<file path="config.mk">
export PLATFORM = sky130hd
export DESIGN_NAME = msz_ram
export DESIGN_NICKNAME = d
export VERILOG_FILES = /design/src/rtl/msz_ram.sv
export SDC_FILE = /design/constraint.sdc
export NUM_CORES = 2
export LEC_CHECK = 0
export BUFFER_PORTS_ARGS = -buffer_cell sky130_fd_sc_hd__buf_2
export CAP_MARGIN = 10
export CORE_MARGIN = 2
export CORE_UTILIZATION = 29
export DETAILED_ROUTE_END_ITERATION = 10
export GPL_TIMING_DRIVEN = 0
export SYNTH_ARGS = -nofsm -noshare
export SYNTH_HDL_FRONTEND = slang
export SYNTH_SLANG_ARGS = --single-unit
</file>
<file path="constraint.sdc">
create_clock -name clk -period 2.71 [get_ports clk]
set_input_delay 0.542 -clock clk [delete_from_list [all_inputs] [get_ports clk]]
set_output_delay 0.542 -clock clk [all_outputs]
set_load 0.005 [all_outputs]
</file>
<file path="src/rtl/msz_ram.sv">
`timescale 1ns / 1ps
`default_nettype none

module msz_ram #(
  parameter int WIDTH = 8,
  parameter int DEPTH = 256
) (
  input  wire logic                                     clk,
  input  wire logic                                     we,
  input  wire logic [((DEPTH > 1) ? $clog2(DEPTH) : 1)-1:0] waddr,
  input  wire logic [WIDTH-1:0]                         wdata,
  input  wire logic [((DEPTH > 1) ? $clog2(DEPTH) : 1)-1:0] raddr,
  output logic      [WIDTH-1:0]                         rdata
);

  logic [WIDTH-1:0] mem [DEPTH];

  // Write port and registered read port
  always_ff @(posedge clk) begin
    if (we) begin
      mem[waddr] <= wdata;
    end
    rdata <= mem[raddr];
  end

endmodule

`default_nettype wire

</file>
Word level (Yosys, flattened, before mapping)
Memory sizes are Yosys's and may differ from the RTL's. A register that Yosys moved wholly into a read port is not among the register bits.
Index checks and enable logic that the tools add are counted.

word-level totals
  flip-flop bits (word level) = 0
  RAM bits = 2048
  input bits = 26
  logic and storage cells = 3
  memories = 1

cells by class
  mux-type cells = 2

memory list
  memory  depth  width  rd ports  clocked after Yosys merged registers in  write ports  RTL line  text
  mem     256    8      1         1                                        1            16        logic [WIDTH-1:0] mem [DEPTH];

operators by type and width
  kind    count
  $mux 1  2

Longest topological paths before layout
  word-level depth = 2
  mapped depth = 11

Worst setup path after synthesis
No wires, ideal clock.

  kind = input -> register
  start = in raddr[0] in the netlist's numbering
  end = reg rdata[2] (read register of mem)
  arrival = 2.349 ns
  required time = 2.579 ns
  setup slack = 0.230 ns
  stages = 9
  buffers on the path = 4
  path through = buf_6 > buf_12 > buf_8 > buf_2 > mux4_2 > a22oi_1 > a21oi_1 > nor4_1 > nor4_2

RTL lines
  element          RTL line  text
  start, declared  12        input wire logic [((DEPTH > 1) ? $clog2(DEPTH) : 1)-1:0] raddr,
  end, declared    13        output logic [WIDTH-1:0] rdata

Final worst setup path
  start = in waddr[3] in the netlist's numbering
  end = mem mem[185][0] (enable)

RTL lines
  element          RTL line  text
  start, declared  10        input wire logic [((DEPTH > 1) ? $clog2(DEPTH) : 1)-1:0] waddr,
  end, declared    16

No word-level cell before the write port.

==> flow_summary.toml <==
[status]
status = "finished with violations"
violations = "negative setup slack"

[timing]
maxSlewHeadroom = 0.219
setup_violations = 457
fin_ws_ns = -0.310
fmax_mhz = 331
fin_worst_skew_ns = 0.0448
worst_pin_slew_ns = 1.17
finalHoldViolations = 0
min_period_ns = 3.02
fin_setup_tns_ns = -49.67
rsz0062_at_grt = "yes"
period_share = 1.11
slew_violations = 0

[floorplanning]
die_h_um = 528
die_w_um = 528
core.rowCount = 192
initial_core_util = 0.291
io_pins = 34
dieArea_mm2 = 0.279
core_area_mm2 = 0.273

[synth]
synth.cell_area_mm2 = 0.0796
synth_area_leaders = "edfxtp_1 77%, mux4_2 13%, mux2i_1 1.7%"
ys_seq_area_frac = 0.775
synth_top_area_frac = 0.773
ys_types = 55
ys.flop_type = "edfxtp_1"
yosys_warnings = 0
synth_area_leader_cell = "edfxtp_1"
syn_area_per_cell_um2 = 21.3
synth_edf_count = 2048
synth_seq_cells = 2056
synth_cells = 3733
synth-async-reset-ratio = 0
syn_nets = 3759

[cts]
root_buffer = "clkbuf_16"
cts_buffers = 202
cts.sinks = 2056
cts_max_level = 4
worstSkewPairLatency_ns = 0.85
clk_pin_slew_ns = 0.06
clock_path_buffers = 3
cts_tree = "built"

[finish]
fin_cells = 7764
final_cell_mix = "2,048 x edfxtp_1, 454 x mux4_2, 203 x clkbuf_16"
syn_to_final_growth_pct = 17.2
layout-drive-gt1-share = 0.298
layout.nets = 4023
layout_commonest_cell = "edfxtp_1"

[drt]
dr_total_vias = 41700
drc_errors = 0
drt_iter0_drc = 6718
vias_per_cell = 5.37
dr.pass1.iters = 5
routed_wl_um = 245000
ant_nets = 0
post_drt_wl_per_cell_um = 31.6

[setup_path]
r2r_end = "rdata[4]"
criticalPathCategory = "in2reg"
worstPathMaxFanout = 10
r2r-start = "mem[83][4]"
startpoint_type = "input pin"
worstRegToRegCells = 6
arrival_ns = 3.50
reg2reg_slack_ns = 0.08
required_ns = 3.19
cp-end-kind = "register"

[power]
p_leak_nw = 28.1
power.density_mw_per_mm2 = 723
ir_drop_v = 0.000713

[grt]
gr-total-overflow = 0
grt_start_max_net_pins = 153
grt_usage = 0.173
antenna_found_initial = 19
grt_pass1_wl_um = 334000
grt_pass1_vias = 40800

[place]
portBuffers = 26
routabilityCongestion = 0.938
dp_cells = 7374
dp_hpwl_um = 165000

[hold_path]
min_from = "wdata[1]"
hold_path_depth = 1
hold_class = "in2reg"
min_to = "mem[70][1]"

[job]
maxCapViolCount = 0
==> layout make-up <==
cell class | count | area (um^2)
fillers | 25100 | 180000
flip-flops and latches | 2056 | 61700
multi-input cells | 1442 | 17800
clock buffers | 231 | 5180
well taps | 3589 | 4490
plain buffers | 230 | 1830
clock inverters | 139 | 1420
repair buffers | 63 | 813
diodes | 12 | 30.0
inverters | 2 | 11.3
==> cell usage after synthesis, drive strengths merged, types with 5 or more instances <==
| cell | instances |
|---|---|
| edfxtp | 2048 |
| mux4 | 456 |
| nor2 | 282 |
| mux2i | 134 |
| a22oi | 133 |
| buf | 122 |
| clkbuf | 111 |
| a21oi | 96 |
| o221ai | 47 |
| nand3 | 34 |
| nand2 | 33 |
| nor2b | 31 |
| o22ai | 28 |
| nor4 | 27 |
| nor3 | 22 |
| a211oi | 16 |
| a221oi | 14 |
| o21ai | 12 |
| nand4 | 10 |
| o211ai | 10 |
| a22o | 8 |
| dfxtp | 8 |
| nand2b | 8 |
| and2 | 6 |
| a2111oi | 5 |
| o22a | 5 |
| o32ai | 5 |
==> critical path: stages <==
cell	delay [ns]
clkbuf_1	0.49
nor2b_1	0.21
clkbuf_1	0.42
nand3_1	0.35
clkbuf_2	0.62
nor2_1	0.83
==> power by group <==
part | internal [mW] | total, mW | switching, mW
Sequential | 35.1 | 35.1 | 0.0201
Clock | 15.8 | 28.2 | 12.4
Combinational | 1.29 | 4.10 | 2.81
==> how the worst max path moves through the flow <==
stage                     startpoint     endpoint  slack, ns  cells past startpoint
after floorplan             raddr[0]     rdata[2]       0.23                      9
after global placement      raddr[4]     rdata[7]      -3.20                      9
after detailed placement    raddr[1]     rdata[4]      -2.65                     11
after CTS                   waddr[1]   mem[42][2]      -0.24                      6
after global routing        waddr[3]  mem[185][0]      -0.15                      6
final                       waddr[3]  mem[185][0]      -0.31                      6
==> logic make-up (layout without fill, tap and decap cells) <==
family,Yosys count,count (layout),share of synthesized area
AO/OA/AOI/OAI,385,385,0.0342
flip-flops,2056,2056,0.775
other,0,12,0
multiplexers,591,591,0.146
buffers and inverters,235,665,0.0183
AND/OR/NAND/NOR,466,466,0.0263
==> per-stage QoR <==
| step | instance area [um^2] | hold WS (ns) | setup slack [ns] | utilization | power (mW) |
|---|---|---|---|---|---|
| 6_report | 93300 | 0.0924 | -0.310 | 0.341 | 67.4 |
| 4_1_cts | 92800 | 0.0744 | -0.237 | 0.340 | 67.4 |
| 5_1_grt | 93300 | 0.0973 | -0.154 | 0.341 | 68.8 |
| 3_5_place_dp | 84800 | 0.931 | -2.65 | 0.310 | 39.5 |
| 2_1_floorplan | 79600 | 0.641 | 0.230 | - | 37.5 |
| 3_3_place_gp | 84200 | 0.939 | -3.20 | 0.308 | 39.5 |
==> state kept, by name, indices dropped and copies added (netlist names) <==
name	cells
rdata	8
mem	2048
==> metal layers <==
layer  share of wire  wire length (um)  track usage  up-vias
met4           0.046             11300       0.0770        8
met1            0.38             93700        0.229    22300
met5         0.00059               144            0        -
li1                -                 -            -    16300
met3            0.11             26800       0.0435      444
met2            0.46            113000        0.267     2657
==> timing repair <==
item / 4_1_cts / 5_1_grt
buffers inserted: 10 / 0
pin swaps: 15 / 9
resized for setup: 406 / 98
hold buffers: 0 / 0
gates cloned: 0 / 0
hold endpoints to repair: 0 / 0
setup endpoints to repair: 1136 / 778
No activity file was read; power rests on OpenSTA's default activity.
