===== src/rtl/msz_pkg.sv =====
`timescale 1ns / 1ps
`default_nettype none

package msz_pkg;

  // Store geometry
  localparam int MAX_RECORDS  = 256;
  localparam int RECORD_BYTES = 256;
  localparam int STORE_BYTES  = MAX_RECORDS * RECORD_BYTES;
  localparam int ADDR_W       = $clog2(STORE_BYTES);

  // Operation codes
  localparam logic [1:0] OP_WRITE = 2'd0;
  localparam logic [1:0] OP_WAVE  = 2'd1;
  localparam logic [1:0] OP_LEVEL = 2'd2;

  // Byte offsets within one record
  localparam logic [7:0] OFF_BOUND      = 8'h0C;
  localparam logic [7:0] OFF_BOUND_LAST = 8'h2B;
  localparam logic [7:0] OFF_WAVE       = 8'h2C;
  localparam logic [7:0] OFF_WAVE_NEXT  = 8'h2E;
  localparam logic [7:0] OFF_WAVE_DEF   = 8'h6A;
  localparam logic [7:0] OFF_ALT        = 8'h6B;
  localparam logic [7:0] OFF_LEVEL      = 8'h6C;
  localparam logic [7:0] OFF_ALT0       = 8'h6D;
  localparam logic [7:0] OFF_TAIL       = 8'h8B;

  // Key and level constants
  localparam logic [7:0] KEY_OPEN    = 8'h7F;
  localparam logic [7:0] LEVEL_NONE  = 8'd127;
  localparam logic [6:0] CENTRE_NONE = 7'h40;

  // Lookup command handed to the sequencer
  typedef struct packed {
    logic              op_wave;
    logic              rec_ok;
    logic [ADDR_W-1:0] base;
    logic [6:0]        note_key;
    logic [6:0]        key_centre;
  } msz_cmd_t;

  // Lookup result
  typedef struct packed {
    logic        wave_found;
    logic [14:0] wave_id;
    logic [7:0]  level_byte;
  } msz_res_t;

  // Sequencer status
  typedef struct packed {
    logic idle;
    logic done;
  } msz_sts_t;

endpackage

`default_nettype wire


===== src/rtl/msz_engine.sv =====
`timescale 1ns / 1ps
`default_nettype none

module msz_engine (
  input  wire logic                      clk,
  input  wire logic                      rst,
  input  wire logic                      start,
  input  wire msz_pkg::msz_cmd_t         cmd,
  input  wire logic                      take,
  output msz_pkg::msz_sts_t              sts,
  output msz_pkg::msz_res_t              res,
  output logic [msz_pkg::ADDR_W-1:0]     raddr,
  input  wire logic [7:0]                rdata
);

  import msz_pkg::*;

  localparam logic [2:0] S_IDLE    = 3'd0;
  localparam logic [2:0] S_SCAN    = 3'd1;
  localparam logic [2:0] S_WHI     = 3'd2;
  localparam logic [2:0] S_WCHK    = 3'd3;
  localparam logic [2:0] S_LB2B    = 3'd4;
  localparam logic [2:0] S_LB2BCHK = 3'd5;
  localparam logic [2:0] S_LBYTE   = 3'd6;
  localparam logic [2:0] S_DONE    = 3'd7;

  logic [2:0]        state;
  logic              op_wave;
  logic [ADDR_W-1:0] base;
  logic [6:0]        cmp_key;
  logic [5:0]        scan_issue;
  logic              pend;
  logic [4:0]        pend_z;
  logic [4:0]        zone;
  logic [7:0]        zbyte;
  logic [7:0]        word_lo;
  logic [7:0]        word_off;
  logic [1:0]        word_sel;

  logic [4:0]        scan_last;
  logic              issuing;
  logic              hit;
  logic              scan_end;
  logic [4:0]        zone_now;
  logic              word_neg;
  logic [7:0]        zone_x2;
  logic [7:0]        zone_x1;
  logic [7:0]        fallback_off;
  logic [7:0]        off_sel;
  logic signed [8:0] tk_wide;
  logic [6:0]        tk_clamp;

  // Transpose the level key by the key centre and clamp to 0..127
  assign tk_wide = $signed({2'b00, cmd.note_key}) + $signed({2'b00, CENTRE_NONE})
                 - $signed({2'b00, cmd.key_centre});
  always_comb begin
    if (tk_wide[8]) begin
      tk_clamp = 7'd0;
    end else if (tk_wide[7]) begin
      tk_clamp = 7'h7F;
    end else begin
      tk_clamp = tk_wide[6:0];
    end
  end

  // Shared compare unit for the bound scan
  assign scan_last = op_wave ? 5'd31 : 5'd30;
  assign issuing   = (state == S_SCAN) && (scan_issue <= {1'b0, scan_last});
  assign hit       = pend && ((rdata >= {1'b0, cmp_key}) || (op_wave && (rdata >= KEY_OPEN)));
  assign scan_end  = pend && (hit || (pend_z == scan_last));
  assign zone_now  = hit ? pend_z : 5'd31;

  assign word_neg     = rdata[7];
  assign zone_x2      = {2'b00, zone, 1'b0};
  assign zone_x1      = {3'b000, zone};
  assign fallback_off = (word_sel == 2'd0) ? (OFF_WAVE_NEXT + zone_x2) : OFF_WAVE_DEF;

  // Select the byte offset read in this cycle
  always_comb begin
    off_sel = OFF_BOUND + {3'b000, scan_issue[4:0]};
    unique case (state)
      S_SCAN: begin
        if (scan_end) begin
          off_sel = OFF_WAVE + {2'b00, zone_now, 1'b0};
        end
      end
      S_WHI:     off_sel = word_off + 8'd1;
      S_WCHK: begin
        if (op_wave) begin
          off_sel = fallback_off;
        end else if (!word_neg) begin
          off_sel = OFF_LEVEL + zone_x1;
        end else if (zone == 5'd0) begin
          off_sel = OFF_ALT0;
        end else begin
          off_sel = OFF_ALT + zone_x1;
        end
      end
      S_LB2B:    off_sel = OFF_BOUND_LAST;
      S_LB2BCHK: off_sel = OFF_TAIL;
      default:   off_sel = OFF_BOUND + {3'b000, scan_issue[4:0]};
    endcase
  end

  assign raddr    = base + ADDR_W'(off_sel);
  assign sts.idle = (state == S_IDLE);
  assign sts.done = (state == S_DONE);

  // Sequence one lookup
  always_ff @(posedge clk) begin
    if (rst) begin
      state      <= S_IDLE;
      pend       <= 1'b0;
      scan_issue <= 6'd0;
      word_sel   <= 2'd0;
    end else begin
      unique case (state)
        S_IDLE: begin
          if (start) begin
            op_wave            <= cmd.op_wave;
            base               <= cmd.base;
            cmp_key            <= cmd.op_wave ? cmd.note_key : tk_clamp;
            res.wave_found     <= 1'b0;
            res.wave_id        <= 15'd0;
            res.level_byte     <= (cmd.op_wave || cmd.rec_ok) ? 8'd0 : LEVEL_NONE;
            scan_issue         <= 6'd0;
            pend               <= 1'b0;
            if (!cmd.rec_ok) begin
              state <= S_DONE;
            end else if (cmd.op_wave) begin
              state <= S_SCAN;
            end else begin
              state <= S_LB2B;
            end
          end
        end
        S_SCAN: begin
          if (issuing) begin
            scan_issue <= scan_issue + 6'd1;
          end
          pend   <= issuing;
          pend_z <= scan_issue[4:0];
          if (scan_end) begin
            zone     <= zone_now;
            word_off <= OFF_WAVE + {2'b00, zone_now, 1'b0};
            word_sel <= 2'd0;
            pend     <= 1'b0;
            if (hit) begin
              zbyte <= rdata;
            end
            state <= S_WHI;
          end
        end
        S_WHI: begin
          word_lo <= rdata;
          state   <= S_WCHK;
        end
        S_WCHK: begin
          if (op_wave) begin
            if (!word_neg) begin
              res.wave_found  <= 1'b1;
              res.wave_id     <= {rdata[6:0], word_lo};
              state           <= S_DONE;
            end else if ((zone == 5'd0) || (word_sel == 2'd2)) begin
              state <= S_DONE;
            end else begin
              word_off <= fallback_off;
              word_sel <= word_sel + 2'd1;
              state    <= S_WHI;
            end
          end else begin
            if (!word_neg || (zone == 5'd0) || (zbyte == KEY_OPEN)) begin
              state <= S_LBYTE;
            end else begin
              res.level_byte <= LEVEL_NONE;
              state          <= S_DONE;
            end
          end
        end
        S_LB2B: begin
          state <= S_LB2BCHK;
        end
        S_LB2BCHK: begin
          zbyte <= rdata;
          if (rdata < {1'b0, cmp_key}) begin
            state <= S_LBYTE;
          end else begin
            scan_issue <= 6'd0;
            pend       <= 1'b0;
            state      <= S_SCAN;
          end
        end
        S_LBYTE: begin
          res.level_byte <= rdata;
          state          <= S_DONE;
        end
        S_DONE: begin
          if (take) begin
            state <= S_IDLE;
          end
        end
        default: state <= S_IDLE;
      endcase
    end
  end

`ifndef SYNTH
  a_start_idle: assert property (@(posedge clk) disable iff (rst)
    start |-> (state == S_IDLE))
    else $error("lookup started while sequencer busy");

  a_take_done: assert property (@(posedge clk) disable iff (rst)
    take |-> (state == S_DONE))
    else $error("result taken before lookup finished");

  a_scan_range: assert property (@(posedge clk) disable iff (rst)
    ((state == S_SCAN) && pend) |-> (pend_z <= scan_last))
    else $error("bound scan ran past its last zone");

  a_zone0_no_fallback: assert property (@(posedge clk) disable iff (rst)
    ((state == S_WCHK) && (zone == 5'd0)) |-> (word_sel == 2'd0))
    else $error("zone 0 took a fallback wave word");

  a_word_sel_range: assert property (@(posedge clk) disable iff (rst)
    (state == S_WHI) |=> (word_sel != 2'd3))
    else $error("fallback word select out of range");
`endif

endmodule

`default_nettype wire

===== config.mk =====
export PLATFORM = sky130hd
export DESIGN_NAME = msz_engine
export DESIGN_NICKNAME = d
export VERILOG_FILES = /design/src/rtl/msz_pkg.sv /design/src/rtl/msz_engine.sv
export SDC_FILE = /design/constraint.sdc
export NUM_CORES = 1
export LEC_CHECK = 0
export BUFFER_PORTS_ARGS = -buffer_cell sky130_fd_sc_hd__clkbuf_2
export CORE_MARGIN = 2
export CORE_UTILIZATION = 62
export DETAILED_ROUTE_END_ITERATION = 10
export GPL_ROUTABILITY_DRIVEN = 0
export PLACE_DENSITY = 0.94
export SLEW_MARGIN = 0
export SYNTH_ARGS = -nofsm -noshare
export SYNTH_HDL_FRONTEND = slang
export SYNTH_SLANG_ARGS = --single-unit

===== constraint.sdc =====
create_clock -name clk -period 11.6 [get_ports clk]
set_input_delay 0.58 -clock clk [delete_from_list [all_inputs] [get_ports clk]]
set_output_delay 0.58 -clock clk [all_outputs]
set_load 0.02 [all_outputs]

; Word level (Yosys, flattened, before mapping)
; Index checks and enable logic that the tools add are counted.
[word_totals]
register_bits = 94
latch_bits = 0
mem_bits_rw = 0
rom_bits = 0
mem_count = 0
[classes]
n_addsub = 11
mul = 0
n_div = 0
order_cmp = 4
n_eq_ne = 22
shift = 0
muxes = 51
n_bitwise = 1
reduce_logical = 31
[op_table]
columns = op, count
row1 = $mux 8, 11
row2 = $mux 7, 6
row3 = $pmux 8 s5, 1
row4 = $mux 16, 2
row5 = $pmux 16 s2, 1
row6 = $pmux 8 s2, 2
row7 = $mux 3, 9
row8 = $mux 24, 1
row9 = $ne 2x2->1 const B, 12
row10 = $pmux 3 s8, 1
row11 = $pmux 8 s3, 1
row12 = $mux 6, 3
row13 = $pmux 6 s3, 1
row14 = $add 16x8->16, 1
row15 = $add 7x5->8 const A, 2
row16 = $reduce_and 5->1, 3
row17 = $add 6x6->7 const A, 2
row18 = $eq 3x3->1 const B, 4
row19 = $reduce_and 3->1, 4
row20 = $sub 8x7->9, 1
row21 = $add 7x7->8 const B, 1
row22 = $add 8x1->8 const B, 1
row23 = $eq 8x7->1 const B, 1
row24 = $ge 8x7->1, 1
row25 = other kinds (27), 48

; Depth between registers and ports, before layout
[depth]
word_depth = 9
ltp_mapped = 18

; Worst setup path before layout
; No wires, ideal clock.
[synth_timing]
path_type = input-to-output
start = input port rdata[5]
end = output port raddr[10] in the netlist's numbering
t_arrival_ns = 4.086
setup_slack_ns = 6.934
stages = 17
path_cell_list = ha_1 nand4b_1 o21ai_1 or3_1 buf_6 o31ai_4 a21oi_1 o22ai_1 ha_1 inv_1 fa_1 nor2b_1 o21ai_0 a21boi_0 o31ai_1 a211oi_1 xor2_1
[synth_between]
elab_chain_cells = 9
word_cells_on_any_way = 12
classes_between = add/sub (2) / order compare (2) / mux (3) / reduce/logical (5)
[synth_lines]
columns = item, line
row1 = "start, declared", msz_engine.sv:13  ; input wire logic [7:0] rdata
row2 = $ge 8x7->1, msz_engine.sv:69  ; assign hit = pend && ((rdata >= {1'b0, cmp_key}) || (op_wave && (rdata >= KEY_OPEN)));
row3 = $logic_and 1x1->1, msz_engine.sv:69
row4 = $logic_or 1x1->1 (*), msz_engine.sv:69
row5 = $logic_and 1x1->1 (*), msz_engine.sv:69
row6 = $mux 5 or $logic_or 1x1->1 (tied branches), "msz_engine.sv:71, msz_engine.sv:70"
row7 = $add 6x6->7 or $logic_and 1x1->1 (tied branches), "msz_engine.sv:84, msz_engine.sv:70"
row8 = $mux 7 (*), msz_engine.sv:83  ; if (scan_end) begin
row9 = $pmux 8 s5 (*), msz_engine.sv:81  ; unique case (state)
row10 = $add 16x8->16 (*), msz_engine.sv:105  ; assign raddr = base + ADDR_W'(off_sel);
row11 = "end, declared", msz_engine.sv:12  ; output logic [msz_pkg::ADDR_W-1:0] raddr,
; Every way passes the cells marked *; elsewhere a longest branch is shown, timed or not.

; Worst setup path in the final report
[layout_timing]
start = register state[0]
end = output port raddr[14] in the netlist's numbering
[layout_between]
elab_chain_cells = 3
word_cells_on_any_way = 7
classes_between = add/sub (1) / eq/ne (5) / mux (1)
[layout_lines]
columns = item, line
row1 = "start, declared", msz_engine.sv:27  ; logic [2:0] state;
row2 = "start signal, assigned", msz_engine.sv:112  ; state <= S_IDLE;
row3 = "start signal, assigned", msz_engine.sv:129  ; state <= S_DONE;
row4 = "start signal, assigned", msz_engine.sv:131  ; state <= S_SCAN;
row5 = "$eq 3x3->1, or another cell as far along", msz_engine.sv:81
row6 = $pmux 8 s5 (*), msz_engine.sv:81
row7 = $add 16x8->16 (*), msz_engine.sv:105
; Marked as above.

==> results.py <==
metrics = {
    "global_routing": {
        "first_global_vias": 4623,
        "grt_max_degree": 37,
        "grt_pass1_wl_um": 21800,
        "overflow": 0,
        "grt_usage_pct": 28.1,
        "antenna_found_initial": 0,
    },
    "clock_network": {
        "cts_resized": 0,
        "cts_setup_buffers": 0,
        "cts_tree": "built",
        "clock_sinks": 92,
        "cts_buffers": 9,
        "root_buffer": "clkbuf_8",
        "path_clk_slew_ns": 0.11,
        "clockBufferDepth": 2,
        "cts_hold_buf": 0,
        "clk-insertion-delay-late_ns": 0.39,
        "h-tree-depth": 3,
    },
    "route": {
        "routed_via_density": 6.41,
        "drt_first_pass_iters": 6,
        "drtAntennaViolNets": 0,
        "drt-total-wl_um": 13300,
        "wire_per_inst_um": 18.1,
        "dr.first_iter.drc_count": 549,
        "num_vias": 4711,
        "route.detailed.drc": 0,
    },
    "sta": {
        "max_slew.worst_pin.slew_ns": 1.26,
        "fin_skew_ns": 0.0163,
        "slew_violations": 0,
        "setup_ws_ns": 5.53,
        "period_share_pct": 52.4,
        "min_period_ns": 6.07,
        "fmax_mhz": 165,
        "setup_violations": 0,
        "slew-limit-headroom_pct": 15.3,
        "fin_tns_setup_ns": 0,
        "hold_violations": 0,
        "rsz0062_at_grt": "false",
    },
    "critical_path": {
        "critPathArrivalTime_ns": 5.49,
        "startpoint_type": "flop",
        "critPathCaptureType": "output port",
        "worstSetupPathType": "flop to output port",
        "cpPeakStageDelay_ns": 0.84,
        "cp_max_fo": 24,
        "slowest_stage": "dfxtp_1",
        "cp_common_cell": "nor2b_1",
        "worstPathCellList": "nor2b_1 -> nand2_1 -> inv_1 -> a311oi_1 -> a21oi_1 -> o21ai_1 -> fa_1 -> nor2b_1 -> o21ai_0 -> a21boi_0 -> o31ai_1 -> a211oi_1 -> xor2_1 -> clkbuf_2",
        "critPathRequiredTime_ns": 11.02,
    },
    "finish": {
        "fillers": 588,
        "area_growth_pct": 12.6,
        "multi_input_area_um2": 2700,
        "final_core_util_pct": 72.2,
        "final-seq-area_um2": 2640,
        "stdcell_count": 735,
        "drive_above_1_share_pct": 18.8,
        "nets": 714,
        "num_antenna_cells": 0,
    },
    "hold_path": {
        "hold_class": "input pin to flop",
    },
    "yosys": {
        "synthMuxAreaShare_pct": 0.537,
        "synth.distinct_cells": 61,
        "yosys.area.top_type_share_pct": 43.0,
        "syn-instance-count": 543,
        "synth_common_cells": "edfxtp_1, inv_1, ha_1",
        "synth_top_area_cell": "edfxtp_1",
        "ys_seq_area_share_pct": 47.3,
        "ys_warn_count": 0,
        "synthMostInstantiatedCell": "edfxtp_1",
        "synth-seq-cells": 92,
        "syn-num-nets": 635,
        "synth_xor_area_share_pct": 3.92,
        "synth-simple-area-share_pct": 14.9,
        "synthTopCellsByArea": "edfxtp_1, ha_1, dfxtp_1",
        "synth-main-ff-cell": "edfxtp_1",
        "synth-compound-area-share_pct": 17.7,
        "synth_area_um2": 5590,
        "synth_edf_count": 80,
        "ys_async_sr_fraction_pct": 0,
        "synth_top_family_by_area": "compound AO/OA/AOI/OAI gates",
        "syn_area_per_cell_um2": 10.3,
        "yosys.area_share.adder_pct": 11.0,
    },
    "status": {
        "status": "finished, final reports clean",
    },
    "floorplan": {
        "core_area_um2": 8720,
        "start_util_pct": 64.1,
        "io_pins": 86,
        "rows": 34,
        "die_w_um": 99.0,
        "fp.dieH_um": 99.0,
        "dieArea_um2": 9790,
    },
    "pwr": {
        "powerDensity_nw_per_um2": 220,
        "peakVddDrop_v": 0.000395,
        "leakagePower_nw": 2.64,
    },
    "place": {
        "place_ws_ns": 6.16,
        "hpwlAfterDp_um": 9870,
        "portBuffers": 85,
        "dp.cells": 719,
    },
    "flow_run": {
        "cap_viol_max_count": 0,
    },
}
[metrics by stage]
step                      instance area (um^2)  hold WS [ns]  total power [mW]
after floorplan                           5590         0.438             0.948
after global placement                    6090         0.466              1.11
after detailed placement                  6090         0.477              1.14
after CTS                                 6290         0.350              1.37
after global routing                      6290         0.353              1.46
final                                     6290         0.356              1.38
[routing by layer]
metal  routed length (um)  GRT usage [%]  vias up
met3                 1490           7.52       46
met1                 5110           35.5     2151
li1                     -              -     2172
met2                 6400           46.3      342
met4                  322           11.0        0
met5                    0              0        -
[placed cells by master (no fill, tap or decap), types with 3 or more instances in the layout]
| cell | Yosys | routed |
|---|---|---|
| nor3_1 | 15 | 15 |
| edfxtp_1 | 80 | 80 |
| clkbuf_2 | 0 | 85 |
| a311oi_1 | 4 | 4 |
| a31oi_1 | 8 | 8 |
| a211oi_1 | 6 | 6 |
| a21o_1 | 13 | 13 |
| ha_1 | 46 | 46 |
| o22ai_1 | 5 | 5 |
| o21ai_1 | 3 | 3 |
| or3_1 | 6 | 6 |
| nor3b_1 | 5 | 5 |
| or2_2 | 6 | 6 |
| nor2b_1 | 9 | 9 |
| dfxtp_1 | 12 | 12 |
| nand3_1 | 6 | 6 |
| xor2_1 | 8 | 8 |
| o21ai_0 | 29 | 29 |
| clkbuf_8 | 0 | 9 |
| o211ai_1 | 7 | 7 |
| xnor2_1 | 17 | 17 |
| a21oi_1 | 32 | 32 |
| a21boi_0 | 3 | 3 |
| inv_8 | 0 | 3 |
| o21a_1 | 4 | 4 |
| nor2_1 | 39 | 38 |
| and3_1 | 19 | 19 |
| o31ai_1 | 4 | 4 |
| nand4_1 | 4 | 4 |
| inv_1 | 48 | 48 |
| nand3b_1 | 5 | 5 |
| nand2_1 | 32 | 32 |
| mux2i_1 | 3 | 3 |
| nand2b_1 | 5 | 5 |
[where the power goes]
part           total (mW)  internal, mW  leakage [nW]  switching, mW
Combinational       0.703         0.250          1.71          0.453
Sequential          0.460         0.413         0.833         0.0466
Clock               0.221        0.0853        0.0985          0.136
[sequential cells by signal, summed over array words and instances (netlist names)]
signal,flops
word_lo,8
pend,1
word_off,6
base,16
zone,5
zbyte,8
pend_z,5
res,24
state,3
scan_issue,6
word_sel,2
op_wave,1
cmp_key,7
[layout make-up]
cell class                      instances  area share, %
Inverter                               48           2.86
Sequential cell                        92           42.0
Clock buffer                            9           1.97
Clock inverter                          7           1.19
Tap cell                              108           2.15
Multi-Input combinational cell        384           42.8
Timing Repair Buffer                   87           7.00
[worst max-delay path: cells and delay by family, from the launching register on]
kind,cells,cell delay [ns]
fa+ha+maj,1,0.46
compound gates,7,1.53
simple gates,3,1.45
flops,1,0.84
xor+xnor,1,0.18
buf+inv,2,0.68
[path summary, 6_finish.rpt]
check | start | endpoint | slack, ns | cells after the start
max | state[0] | raddr[14] | 5.53 | 14
min | cmd[25] | base[11] | 0.36 | 1
max reg2reg | state[0] | res[17] | 7.51 | 5
min reg2reg | scan_issue[5] | scan_issue[5] | 0.50 | 2
[cell families (layout without fill, tap and decap cells)]
group                      after synthesis  in the layout
xor gates and xnor gates                25             25
AOI/OAI and AO/OA                      147            147
buffers and inverters                   67            151
muxes                                    3              3
and+or+nand+nor                        161            161
DFF                                     92             92
adders and majority gates               48             48
(Power assumes the default switching activity.)
